**src/rtl/lbng_pkg.sv**
```systemverilog
package lbng_pkg;

    localparam int ROW_STRIDE       = 8;
    localparam int TILE_SIDE_DEFAULT = 8;
    localparam int CELL_BITS        = ROW_STRIDE * ROW_STRIDE;
    localparam int ROW_COUNT_BITS   = 4;
    localparam int LIVE_COUNT_BITS  = 7;

    typedef struct packed {
        logic [CELL_BITS-1:0]  center_cells;
        logic [ROW_STRIDE-1:0] above_row;
        logic [ROW_STRIDE-1:0] below_row;
        logic [ROW_STRIDE-1:0] left_column;
        logic [ROW_STRIDE-1:0] right_column;
        logic                  corner_upper_left;
        logic                  corner_upper_right;
        logic                  corner_lower_left;
        logic                  corner_lower_right;
    } tile_in_t;

    typedef struct packed {
        logic [CELL_BITS-1:0]       next_cells;
        logic [LIVE_COUNT_BITS-1:0] live_count;
        logic                       any_changed;
        logic                       top_changed;
        logic                       bottom_changed;
        logic                       west_changed;
        logic                       east_changed;
        logic                       top_active;
        logic                       bottom_active;
        logic                       west_active;
        logic                       east_active;
    } tile_out_t;

    typedef struct packed {
        logic [ROW_STRIDE-1:0]     next_row;
        logic [ROW_STRIDE-1:0]     changed_row;
        logic [ROW_COUNT_BITS-1:0] live_in_row;
    } lane_res_t;

endpackage

```
**src/rtl/life_block_next_generation_top.sv**
```systemverilog
// Life tile stepper, rule B3/S23.
// Input: one transaction per cycle. A tile (rows of ROW_STRIDE bits, cell at
// row r, column c is bit r*8+c) with its halo rows, columns and corners is
// taken on tile at each rising edge where start is high and busy is low.
// busy never rises, so a transaction may be issued every cycle.
// Output: result carries the next tile, its live count and the changed and
// active flags of each edge. done is high for exactly one cycle per
// transaction and the result is valid only in that cycle.
// Pipeline: one row lane per tile row computes the next row, then a merging
// stage assembles the tile, sums the row counts and forms the flags.
// Throughput: one tile per cycle; both register stages take a new tile at every edge.
// Reset clears the valid pipeline; any transaction in flight is dropped.
// The receiver cannot stall: each result is presented once and not held.
// Tile rows and columns at TILE_SIDE and beyond are ignored on input and
// read as zero on output.
module life_block_next_generation_top
    import lbng_pkg::*;
#(
    parameter int TILE_SIDE = TILE_SIDE_DEFAULT
)
(
    input  logic      clk,
    input  logic      rst_n,
    input  logic      start,
    output logic      busy,
    input  tile_in_t  tile,
    output tile_out_t result,
    output logic      done
);

    logic [TILE_SIDE+1:0] ext_rows [TILE_SIDE+2];
    lane_res_t            lanes [TILE_SIDE];
    logic                 lanes_valid_reg;
    logic                 accept;

    assign busy   = 1'b0;
    assign accept = start && !busy;

    always_comb
    begin
        ext_rows[0] = {tile.corner_upper_right, tile.above_row[TILE_SIDE-1:0],
                       tile.corner_upper_left};
        ext_rows[TILE_SIDE+1] = {tile.corner_lower_right, tile.below_row[TILE_SIDE-1:0],
                                 tile.corner_lower_left};
        for (int r = 0; r < TILE_SIDE; r++)
        begin
            ext_rows[r+1] = {tile.right_column[r],
                             tile.center_cells[r*ROW_STRIDE +: TILE_SIDE],
                             tile.left_column[r]};
        end
    end

    for (genvar g = 0; g < TILE_SIDE; g++)
    begin : g_lane
        lbng_lane #(
            .TILE_SIDE (TILE_SIDE)
        ) u_lane (
            .clk       (clk),
            .row_above (ext_rows[g]),
            .row_mid   (ext_rows[g+1]),
            .row_below (ext_rows[g+2]),
            .res       (lanes[g])
        );
    end

    always_ff @(posedge clk or negedge rst_n)
    begin
        if (!rst_n)
        begin
            lanes_valid_reg <= 1'b0;
        end
        else
        begin
            lanes_valid_reg <= accept;
        end
    end

    lbng_merge #(
        .TILE_SIDE (TILE_SIDE)
    ) u_merge (
        .clk         (clk),
        .rst_n       (rst_n),
        .lanes_valid (lanes_valid_reg),
        .lanes       (lanes),
        .result      (result),
        .done        (done)
    );

`ifndef SYNTHESIS
    a_done_follows: assert property (@(posedge clk) disable iff (!rst_n)
        accept |=> ##1 done)
        else $error("transaction did not complete two cycles later");
    a_done_cause: assert property (@(posedge clk) disable iff (!rst_n)
        done |-> $past(lanes_valid_reg))
        else $error("done without a transaction in the lanes");
    a_never_busy: assert property (@(posedge clk) disable iff (!rst_n)
        !busy)
        else $error("busy raised");
`endif

endmodule

```
**src/rtl/lbng_lane.sv**
```systemverilog
module lbng_lane
    import lbng_pkg::*;
#(
    parameter int TILE_SIDE = TILE_SIDE_DEFAULT
)
(
    input  logic                 clk,
    input  logic [TILE_SIDE+1:0] row_above,
    input  logic [TILE_SIDE+1:0] row_mid,
    input  logic [TILE_SIDE+1:0] row_below,
    output lane_res_t            res
);

    lane_res_t res_reg;
    lane_res_t res_next;

    always_comb
    begin
        logic [ROW_COUNT_BITS-1:0] nbr;
        logic                      cur;
        logic                      nv;
        res_next = '0;
        for (int c = 0; c < TILE_SIDE; c++)
        begin
            nbr = ROW_COUNT_BITS'(row_above[c]) + ROW_COUNT_BITS'(row_above[c+1])
                + ROW_COUNT_BITS'(row_above[c+2]) + ROW_COUNT_BITS'(row_mid[c])
                + ROW_COUNT_BITS'(row_mid[c+2]) + ROW_COUNT_BITS'(row_below[c])
                + ROW_COUNT_BITS'(row_below[c+1]) + ROW_COUNT_BITS'(row_below[c+2]);
            cur = row_mid[c+1];
            nv  = (nbr == ROW_COUNT_BITS'(3)) || (cur && (nbr == ROW_COUNT_BITS'(2)));
            res_next.next_row[c]    = nv;
            res_next.changed_row[c] = nv ^ cur;
            res_next.live_in_row    = res_next.live_in_row + ROW_COUNT_BITS'(nv);
        end
    end

    always_ff @(posedge clk)
    begin
        res_reg <= res_next;
    end

    assign res = res_reg;

endmodule

```
**src/rtl/lbng_merge.sv**
```systemverilog
module lbng_merge
    import lbng_pkg::*;
#(
    parameter int TILE_SIDE = TILE_SIDE_DEFAULT
)
(
    input  logic      clk,
    input  logic      rst_n,
    input  logic      lanes_valid,
    input  lane_res_t lanes [TILE_SIDE],
    output tile_out_t result,
    output logic      done
);

    tile_out_t result_reg;
    tile_out_t result_next;
    logic      done_reg;

    always_comb
    begin
        logic [ROW_STRIDE-1:0] west_bits;
        logic [ROW_STRIDE-1:0] east_bits;
        logic [ROW_STRIDE-1:0] west_live;
        logic [ROW_STRIDE-1:0] east_live;
        result_next = '0;
        west_bits   = '0;
        east_bits   = '0;
        west_live   = '0;
        east_live   = '0;
        for (int r = 0; r < TILE_SIDE; r++)
        begin
            result_next.next_cells[r*ROW_STRIDE +: ROW_STRIDE] = lanes[r].next_row;
            result_next.live_count = result_next.live_count
                                   + LIVE_COUNT_BITS'(lanes[r].live_in_row);
            west_bits[r] = lanes[r].changed_row[0];
            east_bits[r] = lanes[r].changed_row[TILE_SIDE-1];
            west_live[r] = lanes[r].next_row[0];
            east_live[r] = lanes[r].next_row[TILE_SIDE-1];
            if (|lanes[r].changed_row)
            begin
                result_next.any_changed = 1'b1;
            end
        end
        result_next.top_changed    = |lanes[0].changed_row;
        result_next.bottom_changed = |lanes[TILE_SIDE-1].changed_row;
        result_next.west_changed   = |west_bits;
        result_next.east_changed   = |east_bits;
        result_next.top_active     = |lanes[0].next_row;
        result_next.bottom_active  = |lanes[TILE_SIDE-1].next_row;
        result_next.west_active    = |west_live;
        result_next.east_active    = |east_live;
    end

    always_ff @(posedge clk)
    begin
        result_reg <= result_next;
    end

    always_ff @(posedge clk or negedge rst_n)
    begin
        if (!rst_n)
        begin
            done_reg <= 1'b0;
        end
        else
        begin
            done_reg <= lanes_valid;
        end
    end

    assign result = result_reg;
    assign done   = done_reg;

`ifndef SYNTHESIS
    a_count_range: assert property (@(posedge clk) disable iff (!rst_n)
        done_reg |-> (result_reg.live_count <= LIVE_COUNT_BITS'(TILE_SIDE * TILE_SIDE)))
        else $error("live count beyond tile area");
    a_edge_implies_any: assert property (@(posedge clk) disable iff (!rst_n)
        done_reg && (result_reg.top_changed || result_reg.bottom_changed
                     || result_reg.west_changed || result_reg.east_changed)
        |-> result_reg.any_changed)
        else $error("edge change without any change");
    a_top_active: assert property (@(posedge clk) disable iff (!rst_n)
        done_reg |-> (result_reg.top_active == (|result_reg.next_cells[ROW_STRIDE-1:0])))
        else $error("top active flag disagrees with row 0");
    a_empty_count: assert property (@(posedge clk) disable iff (!rst_n)
        done_reg && (result_reg.next_cells == '0) |-> (result_reg.live_count == '0))
        else $error("empty tile with nonzero count");
`endif

endmodule

```
**config.mk**
```make
export PLATFORM = sky130hd
export DESIGN_NAME = life_block_next_generation_top
export DESIGN_NICKNAME = d
export VERILOG_FILES = /design/src/rtl/lbng_pkg.sv /design/src/rtl/life_block_next_generation_top.sv /design/src/rtl/lbng_lane.sv /design/src/rtl/lbng_merge.sv
export SDC_FILE = /design/constraint.sdc
export NUM_CORES = 1
export LEC_CHECK = 0
export BUFFER_PORTS_ARGS = -buffer_cell sky130_fd_sc_hd__buf_2
export CORE_ASPECT_RATIO = 1.25
export CORE_MARGIN = 5
export CORE_UTILIZATION = 50
export CTS_BUF_LIST = sky130_fd_sc_hd__clkbuf_8
export DETAILED_ROUTE_END_ITERATION = 7
export HOLD_SLACK_MARGIN = 0.05
export PLACE_DENSITY = 0.65
export REMOVE_ABC_BUFFERS = 1
export SETUP_SLACK_MARGIN = 0.5
export SLEW_MARGIN = 20
export SYNTH_ARGS = -nofsm -noshare
export SYNTH_HDL_FRONTEND = slang
export SYNTH_SLANG_ARGS = --single-unit
```
**constraint.sdc**
```tcl
create_clock -name clk -period 11.9 [get_ports clk]
set_clock_uncertainty 0.15 [all_clocks]
set_input_delay 0.595 -clock clk [delete_from_list [all_inputs] [get_ports clk]]
set_output_delay 0.595 -clock clk [all_outputs]
set_load 0.02 [all_outputs]
```
-- After elaboration in Yosys (flattened, before gate mapping)
Cells that the tools add are included.
- flip-flop bits (word level): 242
- bits of input ports: 103
- output and inout bits: 82
- logic and storage cells: 878
- add/sub/neg operators: 511
- equal/unequal tests: 128
- mux-type cells: 1
- bitwise operators: 64
- reduce and logical (&&, ||, !) cells: 137
- operators by type and width (cell ; number):
    $add A4 B1 Y4 ; 432
    $eq A4 B2 Y1 const B ; 128
    $add A1 B1 Y2 ; 72
    $logic_and A1 B1 Y1 ; 64
    $logic_or A1 B1 Y1 ; 64
    $reduce_or A8 Y1 ; 8
    $xor A1 B1 Y1 ; 64
    $reduce_or A56 Y1 ; 1
    $add A7 B4 Y7 ; 6
    $add A4 B4 Y5 ; 1
    $mux W1 ; 1

-- Longest topological paths before layout
Gate-level depths: netlist of the first run.
- depth after elaboration: 17
- depth in mapped cells: 21
- depth with buffers taken out: 21

-- By module
Synthesis of the first run repeated with hierarchy kept, for this count alone.
- cells, all modules: 2129
- area total of the unflattened synthesis: 21134.0 um^2
- by module, submodules not included (module ; instances ; cells each ; area each (um^2) ; sequential area each (um^2)):
    lbng_lane at g_lane[0].u_lane ... ; 4 ; 242 ; 2321.0 ; 400.4
    lbng_merge ; 1 ; 195 ; 2588.7 ; 1626.6
    lbng_lane at g_lane[5].u_lane ; 1 ; 243 ; 2327.2 ; 400.4
    lbng_lane at g_lane[3].u_lane ; 1 ; 241 ; 2309.7 ; 400.4
    lbng_lane at g_lane[6].u_lane ; 1 ; 241 ; 2306.0 ; 400.4
    lbng_lane at g_lane[4].u_lane ; 1 ; 238 ; 2282.2 ; 400.4
    life_block_next_generation_top ; 1 ; 3 ; 36.3 ; 25.0

-- Worst setup path after synthesis of the first run
Ideal clock, no wire load.
- kind: input port to flip-flop
- from: input port tile[28] in the netlist's numbering
- to: register g_lane[0].u_lane.res_reg (netlist bit g_lane[0].u_lane.res[1])
- setup time: 57 ps
- arrival time: 5309 ps
- required time: 11693 ps
- setup slack: 6384 ps
- cell stages on the path: 18
- buffers on the path: 0
- cell sequence: ha_1 -> inv_1 -> fa_1 -> fa_1 -> inv_1 -> fa_1 -> inv_1 -> fa_1 -> nor3_1 -> ha_1 -> fa_1 -> inv_1 -> fa_1 -> inv_1 -> fa_1 -> inv_1 -> fa_1 -> inv_1
- RTL lines (element ; line ; RTL):
    start: declaration ; life_block_next_generation_top.sv:26 ; input tile_in_t tile,
    end signal: assignment ; lbng_lane.sv:39 ; res_reg <= res_next;
    end: declaration ; lbng_lane.sv:14 ; lane_res_t res_reg;

==> impl_metrics.toml, run 1 <==
[die]
die_area_mm2 = 0.04280
ios = 185
die_w_um = 186.0
num_rows = 80
start_util_pct = 50.65
core_mm2 = 0.03824
fp.dieH_um = 230.1

[grt]
grt.overflow.total = 0
grt_pass1_wl_um = 68940
grt_max_degree = 11
grt_util_all_layers_pct = 20.50
grt_pass1_vias = 13790
antenna_found_initial = 1

[critical_path]
cp-end-kind = "register"
setup.worst_path.start_class = "input pin"
crit_buf_inv = 8
critPathMaxStageDelay_ps = 550
slowest_stage = "nor3_1"
crit_family = "adder cells"
rr_worst_depth = 13
cp_common_cell = "fa_1"
required_ps = 12260
path_max_fanout = 6
cp.depth = 19
crit_type = "in2reg"
crit_chain = "buf_2 -> ha_1 -> inv_1 -> fa_1 -> fa_1 -> inv_1 -> fa_1 -> inv_1 -> fa_1 -> nor3_1 -> ha_1 -> inv_1 -> fa_1 -> fa_1 -> inv_1 -> fa_1 -> inv_1 -> fa_1 -> inv_1"
arrival_ps = 5860

[power_and_ir_drop]
leakagePower_nw = 11.49
p_sw_share_pct = 40.75
p_clk_share_pct = 20.1
switching_power_mw = 1.851
power_frac_comb_pct = 52.9
intPower_mw = 2.691
power.total_mw = 4.542
p_per_area_mw_per_mm2 = 207.0
seqPwrFrac_pct = 27.0
peakVddDrop_mv = 0.2801

[sta]
slew_viol_final = 0
layout_setup_ws_ps = 6401
rsz0062_at_grt = "false"
setup_viol = 0
fin_crit_ps = 5499
fmax_mhz = 181.9
max_slew_margin_pct = 43.62
whs_ps = 147.0
finalHoldViolCount = 0
finalCritPeriodShare_pct = 46.21
worst_pin_slew_ps = 839.3
finalSetupTns_ps = 0

[clocking]
cts.clk_slew.worst_paths_ps = 60
cts-buffers-inserted = 42
tritoncts = "built"
cts_root_buffer = "clkbuf_8"
clock_latency_ps = 560
cts_num_sinks = 242
clockBufferDepth = 3
htree_levels = 2

[synthesis]
synthTopCellsByCount = "590 x inv_1, 307 x fa_1, 240 x dfxtp_1"
synthCells = 1861
syn_area_mm2 = 0.01937
yosysTopAreaCellShare_pct = 31.73
synth.area.top_cells = "fa_1 32%, dfxtp_1 25%, ha_1 15%"
synth_top_area_cell = "fa_1"
ys_warn_count = 0
synth_cell_type_count = 29
ys_seq_area_share_pct = 25.06
synth-main-ff-cell = "dfxtp_1"
synth_most_common_cell = "inv_1"
synthArstFlopShare_pct = 0.8264
syn_avg_cell_area_um2 = 10.41
ys_ff_latch = 242
synth_edf_count = 0

[layout]
layout.nets = 2730
fill_cells = 3439
final-seq-area_mm2 = 0.004855
largest_reg_flops = 160
layout.cells.non_filler = 2615
syn2layout_area_growth_pct = 13.29
multiInputGateArea_mm2 = 0.01229
fin_area_mm2 = 0.02194
drive_above_1_share_pct = 14.00
fin_util_pct = 57.39

[routing]
routed_wl_um = 41510
first_pass_iters = 4
ant_nets = 0
drt-wirelength-per-cell_um = 15.87
drt_iter0_markers = 331
vias = 12420
route.detailed.drc = 0
via_per_inst = 4.751

[placement]
placed_cells = 2535
portBuffers = 183
place_area_mm2 = 0.02089
dp_slack_ps = 5782
place.gp.congestion = 0.8426
dpl.hpwl_um = 35530

[min_path]
hp-class = "in2reg"
holdPathStages = 2

[status]
status = "finished clean"

[flow_run]
maxCapViolations = 0
power groups by stage:
stage                     combinational, mW  sequential (mW)  clock, mW
final                                  2.40             1.23      0.911
after CTS                              2.45             1.23      0.935
after global routing                   2.83             1.26      0.972
after global placement                 2.31             1.24          0
after detailed placement               2.43             1.25          0
after floorplan                        1.67             1.32          0
routing by layer:
layer  track usage (%)  share of wire, %  up-vias
met3             3.051               3.6       87
met5                 0             0.029        -
li1                  -                 -     6077
met1             24.09                39     6059
met2             37.43                53      199
met4             7.677               4.0        2
cells by family after synthesis:
family | after synthesis | share of synthesized area (%)
muxes | 37 | 1.912
adders and majority gates | 538 | 46.65
AOI/OAI and AO/OA | 126 | 4.748
buffers and inverters | 591 | 11.47
other | 1 | 0.01936
DFF | 242 | 25.06
xor gates and xnor gates | 62 | 2.804
and+or+nand+nor | 264 | 7.326
path summary, 6_finish.rpt:
kind                                          start                        to  slack (ps)
hold reg to reg            g_lane[6].u_lane.res[15]        u_merge.result[67]         160
hold / removal                             tile[75]  g_lane[4].u_lane.res[19]         150
min in group asynchronous                     rst_n           lanes_valid_reg         200
max in group asynchronous                     rst_n              u_merge.done       11310
setup / recovery                           tile[52]   g_lane[3].u_lane.res[1]        6400
setup reg to reg            g_lane[0].u_lane.res[0]        u_merge.result[15]        7410
layout by cell type, fill, tap and decap left out, types with 3 or more instances in the layout:
cell type / n
inv_1: 597
fa_1: 307
dfxtp_1: 240
ha_1: 231
buf_2: 183
nor2_1: 81
clkbuf_8: 60
xnor2_1: 59
nand2_1: 46
a21oi_1: 43
mux2i_1: 37
nor2b_1: 28
nand2b_1: 24
a211oi_2: 24
nor4_1: 24
nand3b_1: 23
nor3_2: 20
a31oi_1: 19
o21a_1: 16
a211oi_1: 13
nor3_1: 12
o21ai_0: 6
bufinv_16: 5
clkinv_2: 5
a21o_1: 4
nand3_1: 3
xor2_1: 3
layout make-up:
type                       count  share of cell area, %
multi-input combinational   1028                  56.02
sequential                   242                  22.12
inverter                     590                  10.09
timing repair buffer         185                  4.265
clock buffer                  60                  3.763
tap                          492                  2.805
clock inverter                17                 0.9181
antenna                        1                0.01140
timing repair:
item	CTS	global route
buffers inserted	0	0
hold buffers	2	0
hold endpoints to repair	3	0
gates resized for setup	0	0
worst reg2reg max path, cell delays in order, from the launching register on:
cell	delay [ps]
dfxtp_1	310
ha_1	230
fa_1	410
xnor2_1	300
fa_1	480
inv_1	90
fa_1	420
fa_1	610
fa_1	480
ha_1	310
a21oi_1	190
o211ai_1	130
a21oi_1	180
xnor2_1	130
Note: power is estimated with default switching activity, not from simulation.
==> inputs of run 2 (changes only) <==
--- a/config.mk
+++ b/config.mk
@@ -12,7 +12,7 @@
 export CTS_BUF_LIST = sky130_fd_sc_hd__clkbuf_8
 export DETAILED_ROUTE_END_ITERATION = 7
 export HOLD_SLACK_MARGIN = 0.05
-export PLACE_DENSITY = 0.65
+export PLACE_DENSITY = 0.68
 export REMOVE_ABC_BUFFERS = 1
 export SETUP_SLACK_MARGIN = 0.5
 export SLEW_MARGIN = 20
==> constraint.sdc (replaced) <==
create_clock -name clk -period 4.79 [get_ports clk]
set_clock_uncertainty 0.15 [all_clocks]
set_input_delay 0.2395 -clock clk [delete_from_list [all_inputs] [get_ports clk]]
set_output_delay 0.2395 -clock clk [all_outputs]
set_load 0.02 [all_outputs]
==> impl_metrics.toml, run 2 (synthesis gave the netlist of run 1 again) <==
[critical_path]
reg2reg_slack_ps = 540
required_ps = 5160
cp-end-kind = "register"
r2r_start = "g_lane[0].u_lane.res[0]"
reg2reg_to = "u_merge.result[15]"
path_max_fanout = 3
setup.worst_path.start_class = "input pin"
arrival_ps = 5150
rr_worst_depth = 13
crit_type = "in2reg"

[power_and_ir_drop]
leakagePower_nw = 13.04
power.total_mw = 13.39
p_per_area_mw_per_mm2 = 527.3
peakVddDrop_mv = 0.8380

[sta]
worst_pin_slew_ps = 773.0
setup_viol = 0
finalCritPeriodShare_pct = 99.95
layout_setup_ws_ps = 2.633
fin_crit_ps = 4787
slew_viol_final = 0
max_slew_margin_pct = 47.99
fmax_mhz = 208.9
finalHoldViolCount = 0
rsz0062_at_grt = "true"

[die]
num_rows = 80
die_area_mm2 = 0.04280
die_w_um = 186.0
core_mm2 = 0.03824
fp.dieH_um = 230.1
ios = 185
start_util_pct = 50.65

[placement]
dp_slack_ps = -715.6
dpl.hpwl_um = 38290
portBuffers = 183
place.gp.congestion = 0.8112

[layout]
layout.nets = 3060
largest_reg_flops = 160
drive_above_1_share_pct = 31.90
syn2layout_area_growth_pct = 31.14
final_cell_mix = "531 x inv_1, 272 x buf_4, 248 x fa_1"
final_common_cell = "inv_1"
fill_cells = 2966

[clocking]
cts_root_buffer = "clkbuf_8"
cts_num_sinks = 242
htree_levels = 2
tritoncts = "built"
clock_latency_ps = 570
cts.clk_slew.worst_paths_ps = 60
clockBufferDepth = 3
cts-buffers-inserted = 42

[min_path]
holdPathStages = 4
hp-class = "in2reg"
hold_end = "g_lane[7].u_lane.res[13]"
holdCritStartpoint = "tile[93]"

[routing]
via_per_inst = 4.748
drt_iter0_markers = 334
routed_wl_um = 47150
route.detailed.drc = 0
drt-wirelength-per-cell_um = 16.02
ant_nets = 0
first_pass_iters = 4
vias = 13970

[grt]
grt_max_degree = 11
grt.overflow.total = 0
grt_pass1_vias = 15730
antenna_found_initial = 6
grt_util_all_layers_pct = 22.41
grt_pass1_wl_um = 75400

[status]
status = "finished clean"

[flow_run]
maxCapViolations = 0
[run 2: final cells by class]
| cell class | instances | area, µm² | share of cell area [%] |
|---|---|---|---|
| Multi-Input combinational cell | 1028 | 13090 | 51.55 |
| Sequential cell | 242 | 4862 | 19.14 |
| Timing Repair Buffer | 515 | 3736 | 14.71 |
| Inverter | 590 | 2225 | 8.758 |
| Clock buffer | 55 | 757.0 | 2.980 |
| Tap cell | 492 | 615.6 | 2.424 |
| Clock inverter | 15 | 96.34 | 0.3793 |
| Antenna cell | 6 | 15.01 | 0.05911 |
[run 2: worst max-delay path by stage]
stage	from	to	slack [ps]
2_1_floorplan	tile[28]	g_lane[0].u_lane.res[1]	-370
3_3_place_gp	tile[76]	g_lane[6].u_lane.res[1]	-580
3_5_place_dp	tile[76]	g_lane[6].u_lane.res[1]	-720
4_1_cts	tile[76]	g_lane[6].u_lane.res[1]	120
5_1_grt	tile[44]	g_lane[2].u_lane.res[1]	-140
6_report	tile[44]	g_lane[2].u_lane.res[1]	3
[run 2: critical path, cell delays in order]
cell      delay, ps
buf_8           110
ha_4            250
inv_2            30
fa_1            500
fa_1            420
inv_1            80
fa_2            210
inv_2            40
fa_2            350
a211oi_2        180
mux2i_1         140
nor2_2          150
o21a_1          220
ha_4            230
fa_1            500
inv_1            50
fa_1            500
inv_1            50
fa_2            360
inv_2            70
fa_2            410
inv_1            50
[run 2: metal layers]
metal / GRT usage, % / part of all wire (%) / up-vias
met2: 42.23 / 55 / 251
met3: 3.225 / 3.5 / 124
met1: 23.89 / 36 / 6859
met5: 0 / 0.028 / -
met4: 11.28 / 5.4 / 2
li1: - / - / 6736
[run 2: power by group]
part           internal, mW  total [mW]  switching [mW]  leakage (nW)
clock                  1.07        1.95           0.871         0.467
combinational          4.06        8.38            4.32          10.6
sequential             2.79        3.06           0.273          2.02
[run 2: timing repair]
item / 4_1_cts / 5_1_grt
hold buffers: 51 / 1
buffers inserted: 40 / 28
endpoints found under the hold margin: 58 / 1
resized for setup: 168 / 116
pin swaps: 51 / 61
endpoints found under the setup margin: 35 / 35
[run 2: through the flow]
step | hold slack [ps] | instance area [µm²] | setup TNS (ps) | cells | util, %
after detailed placement | -123.3 | 22500 | -12990 | 2748 | 58.85
after global placement | -126.9 | 22500 | -9471 | 2748 | 58.85
after CTS | 53.97 | 24780 | 0 | 2909 | 64.80
final | 83.47 | 25400 | 0 | 2943 | 66.43
after global routing | 81.03 | 25400 | -262.5 | 2942 | 66.42
after floorplan | -206.1 | 19360 | -2635 | 1860 | -
